[src/rtl/gnpm_pkg.sv]
// Shared types, constants and codes for the greedy nearest-point matcher.
package gnpm_pkg;

   localparam int MAX_POINTS_DEF = 1024;
   localparam int COORD_BITS_DEF = 16;

   localparam int IN_COORD_W = 16;
   localparam int PT_INDEX_W = 10;
   localparam int TAG_W      = 16;
   localparam int DIST_W     = 34;

   localparam logic [DIST_W-1:0] DIST_MAX = '1;

   typedef enum logic [0:0] {
      OP_LOAD  = 1'b0,
      OP_QUERY = 1'b1
   } op_type;

   typedef enum logic [2:0] {
      ST_CLEAR,
      ST_IDLE,
      ST_SCAN,
      ST_DRAIN,
      ST_DECIDE
   } ctrl_state_type;

   typedef struct packed {
      logic clear_step;
      logic load_write;
      logic query_start;
      logic scan_issue;
      logic finish;
   } ctrl_cmd_type;

   typedef struct packed {
      logic last_addr;
      logic pipe_busy;
   } dp_status_type;

endpackage

[src/rtl/gnpm_ctrl.sv]
// Controller state machine: clearing pass, loads, query scan sequencing and result hand-off.
module gnpm_ctrl
   import gnpm_pkg::*;
(
   input  logic          clock,
   input  logic          reset,
   input  logic          req_valid,
   input  logic          req_op,
   output logic          req_stall,
   input  logic          rsp_stall,
   output logic          rsp_valid,
   input  dp_status_type status,
   output ctrl_cmd_type  cmd
);

   ctrl_state_type state_ff, state_in;
   logic           rsp_valid_ff, rsp_valid_in;

   always_ff @(posedge clock) begin
      if (reset) begin
         state_ff     <= ST_CLEAR;
         rsp_valid_ff <= 1'b0;
      end else begin
         state_ff     <= state_in;
         rsp_valid_ff <= rsp_valid_in;
      end
   end

   always_comb begin
      state_in  = state_ff;
      cmd       = '0;
      req_stall = 1'b1;
      unique case (state_ff)
         ST_CLEAR: begin
            cmd.clear_step = 1'b1;
            if (status.last_addr) begin
               state_in = ST_IDLE;
            end
         end
         ST_IDLE: begin
            req_stall = 1'b0;
            if (req_valid) begin
               if (req_op == OP_QUERY) begin
                  cmd.query_start = 1'b1;
                  state_in        = ST_SCAN;
               end else begin
                  cmd.load_write = 1'b1;
               end
            end
         end
         ST_SCAN: begin
            cmd.scan_issue = 1'b1;
            if (status.last_addr) begin
               state_in = ST_DRAIN;
            end
         end
         ST_DRAIN: begin
            if (!status.pipe_busy) begin
               state_in = ST_DECIDE;
            end
         end
         ST_DECIDE: begin
            if (!rsp_valid_ff || !rsp_stall) begin
               cmd.finish = 1'b1;
               state_in   = ST_IDLE;
            end
         end
         default: begin
            state_in = ST_IDLE;
         end
      endcase
   end

   always_comb begin
      priority if (cmd.finish) begin
         rsp_valid_in = 1'b1;
      end else if (!rsp_stall) begin
         rsp_valid_in = 1'b0;
      end else begin
         rsp_valid_in = rsp_valid_ff;
      end
   end

   assign rsp_valid = rsp_valid_ff;

endmodule

[config.mk]
export PLATFORM = sky130hd
export DESIGN_NAME = gnpm_ctrl
export DESIGN_NICKNAME = d
export VERILOG_FILES = /design/src/rtl/gnpm_pkg.sv /design/src/rtl/gnpm_ctrl.sv
export SDC_FILE = /design/constraint.sdc
export NUM_CORES = 1
export LEC_CHECK = 0
export ABC_AREA = 1
export BUFFER_PORTS_ARGS = -buffer_cell sky130_fd_sc_hd__buf_2
export CORE_AREA = 2 2 39 41
export CTS_CLUSTER_DIAMETER = 50
export DETAILED_ROUTE_END_ITERATION = 8
export DIE_AREA = 0 0 41 43
export MAX_ROUTING_LAYER = met4
export PLACE_DENSITY_LB_ADDON = 0.08
export SYNTH_ARGS = -nofsm -noshare
export SYNTH_HDL_FRONTEND = slang
export SYNTH_SLANG_ARGS = --single-unit
[constraint.sdc]
create_clock -name clock -period 2.2 [get_ports clock]
set_input_delay 0.22 -clock clock [delete_from_list [all_inputs] [get_ports clock]]
set_output_delay 0.22 -clock clock [all_outputs]
set_load 0.01 [all_outputs]
==> summary.md <==
| Metric | Value |
|---|---|
| Worst slew pin tran | `about 0.25 ns` |
| Dominant cells by area after synthesis | `dfxtp_1 (29%), nand2_1 (15%), inv_1 (9.4%)` |
| Fraction of synthesized cell area in xor and xnor cells | `0%` |
| Post-synthesis cell type count | `15` |
| Count of vias placed by the detailed router | `300` |
| Hold crit path type | `in -> reg` |
| Critical path fanouts, max | `5` |
| H-tree Lvls | `1` |
| Number of buffers inserted by hold repair at cts | `0` |
| Number of nets at the end of the flow | `69` |
| Total power divided by cell area | `956 mW/mm^2` |
| # rows | `14` |
| Most repeated cell in the gate-level netlist after synthesis | `nand2_1` |
| Average via count per standard cell | `3.95` |
| Placement Setup Slack | `0.946 ns` |
| Proportion of synthesized area in mux cells | `0%` |
| Worst Path Required | `1.98 ns` |
| Number of DRC violations after detailed routing | `0` |
| Quantity of I/O buffers inserted on ports | `13` |
| Hold depth | `2` |
| Worst IR drop on VDD | `0.326 mV` |
| Normalized max-slew margin | `83.2%` |
| RSZ-0062 raised after global routing | `no` |
| Final worst-path setup slack | `0.698 ns` |
| Crit. End Element | `output pin` |
| Simple-gate share of the synthesized area | `54.3%` |
| Complex-gate fraction of the synthesized area | `3.59%` |
| TritonCTS clock tree | `yes` |
| Overall power of the completed layout | `about 0.36 mW` |
| Worst Reg2Reg Path Length in Cells | `7` |
| Count of state elements after synthesis | `4` |
| Clock Root Buffer | `clkbuf_4` |
| Residual overflow from global routing | `0` |
| Chip height | `43 um` |
| Fraction of the core area covered by cells at the end of the flow | `a little over a quarter` |
| Critical path class | `reg -> out` |
| CP max stage delay | `0.40 ns` |
| Fin Hold WS | `0.153 ns` |
| Detailed-router iteration count before antenna repair | `2` |
| WP data arrival | `around 1.3 ns` |
| Area delta synth->final | `35.9%` |
| Final count of hold timing violations | `0` |
| Antenna Violating Nets Remaining | `0` |
| Clock edge transition at the registers on the reported setup and hold paths | `0.04 ns` |
| Pin count of the biggest net entering global routing | `8` |
| Avg WL per Cell | `a little over 8 um` |
| Leakage dissipation | `approximately 0.22 nW` |
| Number of inserted diodes | `0` |
| Status | `completed` |
| Slowest library cell on the worst path | `dfxtp_1` |
| Floorplan core area | `~0.0014 sq mm` |
| Horizontal extent of the die | `41 um` |
| Final cell area excluding filler cells | `379 sq um` |
| Count of endpoints failing setup in the final report | `0` |
| Startpoint of the worst-slack reg-to-reg timing path | `state_ff[1]` |
| Top_reg_cell synth | `dfxtp_1` |
| Cells after DPL | `73` |
| Cell area after synthesis | `around 280 sq um` |
| Antenna violations before repair | `0` |
| Gate count of the mapped netlist | `between 40 and 50` |
| Nets in the synthesized netlist | `52` |
| Worst-case clock buffer depth | `2` |
| Wire length of the first global-routing pass | `1010 um` |
| Via count of the first global-routing pass | `268` |
| Number of synthesis warnings | `0` |
| Clk_lat worst skew | `0.24 ns` |
| Placed instance area | `357 sq um` |
| Post-Synth Adder-Cell Area | `0%` |
| Combinational family with the most area after synthesis | `simple AND/OR/NAND/NOR gates` |
| Worst path cell trace | `inv_2 > nor2_2 > nand2_2 > nor3b_1 > buf_2` |
| Number of setup buffers added after CTS | `0` |
| Seq/Total Area, Yosys | `28.7%` |
| Number of cells in the finished layout apart from fillers | `76` |
| Hold worst-path end | `rsp_valid` |
| Accumulated negative setup slack | `0 ns` |
| Cell taking the most area after synthesis | `dfxtp_1` |
| Portion of synthesized cell area occupied by the leading cell type | `28.7%` |
| Cts bufs inserted | `3` |
| Mapped Avg Cell Area | `6.20 sq um` |
| Final max-slew violation count | `0` |
| 1st-iter DRT viols | `1` |
| Final routed wirelength across all metal layers | `629 um` |
| Die area | `0.00176 sq mm` |
| Routability congestion estimate from global placement | `0.645` |
| Share of the clock period used by the worst path after layout | `approximately two thirds` |
| Share of flip-flops with an asynchronous set or reset | `0%` |
| Boundary pin count | `14` |
| Number of max-cap violations | `0` |
| Launch point of the critical path | `state_ff[0]` |
| Detailed placer's ending HPWL | `498 um` |
| Initial core utilization | `20.2%` |
| Overall track demand over capacity in global routing | `8.95%` |
| Maximum clock frequency | `between 600 and 700 MHz` |
| Leading cell types by count after synthesis | `nand2_1 (11), inv_1 (7), nor2_1 (6)` |
| Share of post-route cells with drive strength above 1 | `41.7%` |
| Crit path time final | `~1.5 ns` |
| Cells resized by post-CTS repair | `0` |
| Setup slack, reg-to-reg | `1.03 ns` |
| Hold path startpoint | `reset` |
| Clock Sinks | `4` |
| Post-synth EDFFs | `0` |
| Reg-to-reg critical path endpoint | `state_ff[2]` |
| Crit path launch type | `register` |
| Clock skew | `0.00460 ns` |
==> cells in the final DEF, fill, tap and decap left out <==
cell type,count
buf_2,13
nand2_1,11
inv_1,7
nor2_1,6
dfxtp_1,4
nor2_2,3
nand2_2,3
clkbuf_4,3
nand3_1,2
a21oi_1,2
inv_2,1
nor3_1,1
nor3b_1,1
nand3_2,1
nand4_1,1
nor2_4,1
==> cell type report <==
class	instances	area [sq um]
Fill cell	172	1000
Tap cell	16	20.0
Clock buffer	3	22.5
Timing Repair Buffer	13	65.1
Multi-Input combinational cell	32	161
Inverter	8	30.0
Sequential cell	4	80.1
==> cell families (layout without fill, tap and decap cells) <==
logic type / count (synthesis) / in the layout
and+or+nand+nor: 30 / 30
DFF: 4 / 4
buffers and inverters: 9 / 24
AOI/OAI and AO/OA: 2 / 2
==> where the power goes <==
group | leakage, nW | total [mW] | internal, mW | switching [mW]
clock | 0.0138 | 0.0937 | 0.0612 | 0.0325
sequential | 0.0330 | 0.114 | 0.0888 | 0.0250
combinational | 0.172 | 0.155 | 0.0617 | 0.0934
==> worst max path at each step <==
| stage | end | slack [ns] | cells after the start |
|---|---|---|---|
| 2_1_floorplan | cmd[3] | 0.97 | 4 |
| 4_1_cts | cmd[3] | 0.69 | 5 |
| 5_1_grt | cmd[3] | 0.58 | 5 |
| 3_3_place_gp | cmd[3] | 0.97 | 5 |
| 3_5_place_dp | cmd[3] | 0.95 | 5 |
| 6_report | cmd[3] | 0.70 | 5 |
==> state kept, by name, indices dropped and copies added (netlist names) <==
register	cells
state_ff	3
rsp_valid	1
==> per-layer routing <==
metal | GRT usage, % | wire length [um] | up-vias
met5 | - | 0 | -
li1 | - | - | 167
met2 | 11.9 | 288 | 6
met4 | 6.00 | 0 | 0
met1 | 10.9 | 310 | 127
met3 | 3.14 | 30 | 0
==> critical path: cells and delay by family, from the launching register on <==
family,cells,cell delay [ns]
buffers and inverters,2,0.20
flip-flops,1,0.40
AND/OR/NAND/NOR,3,0.44
Power figures use the tool's default switching activity.
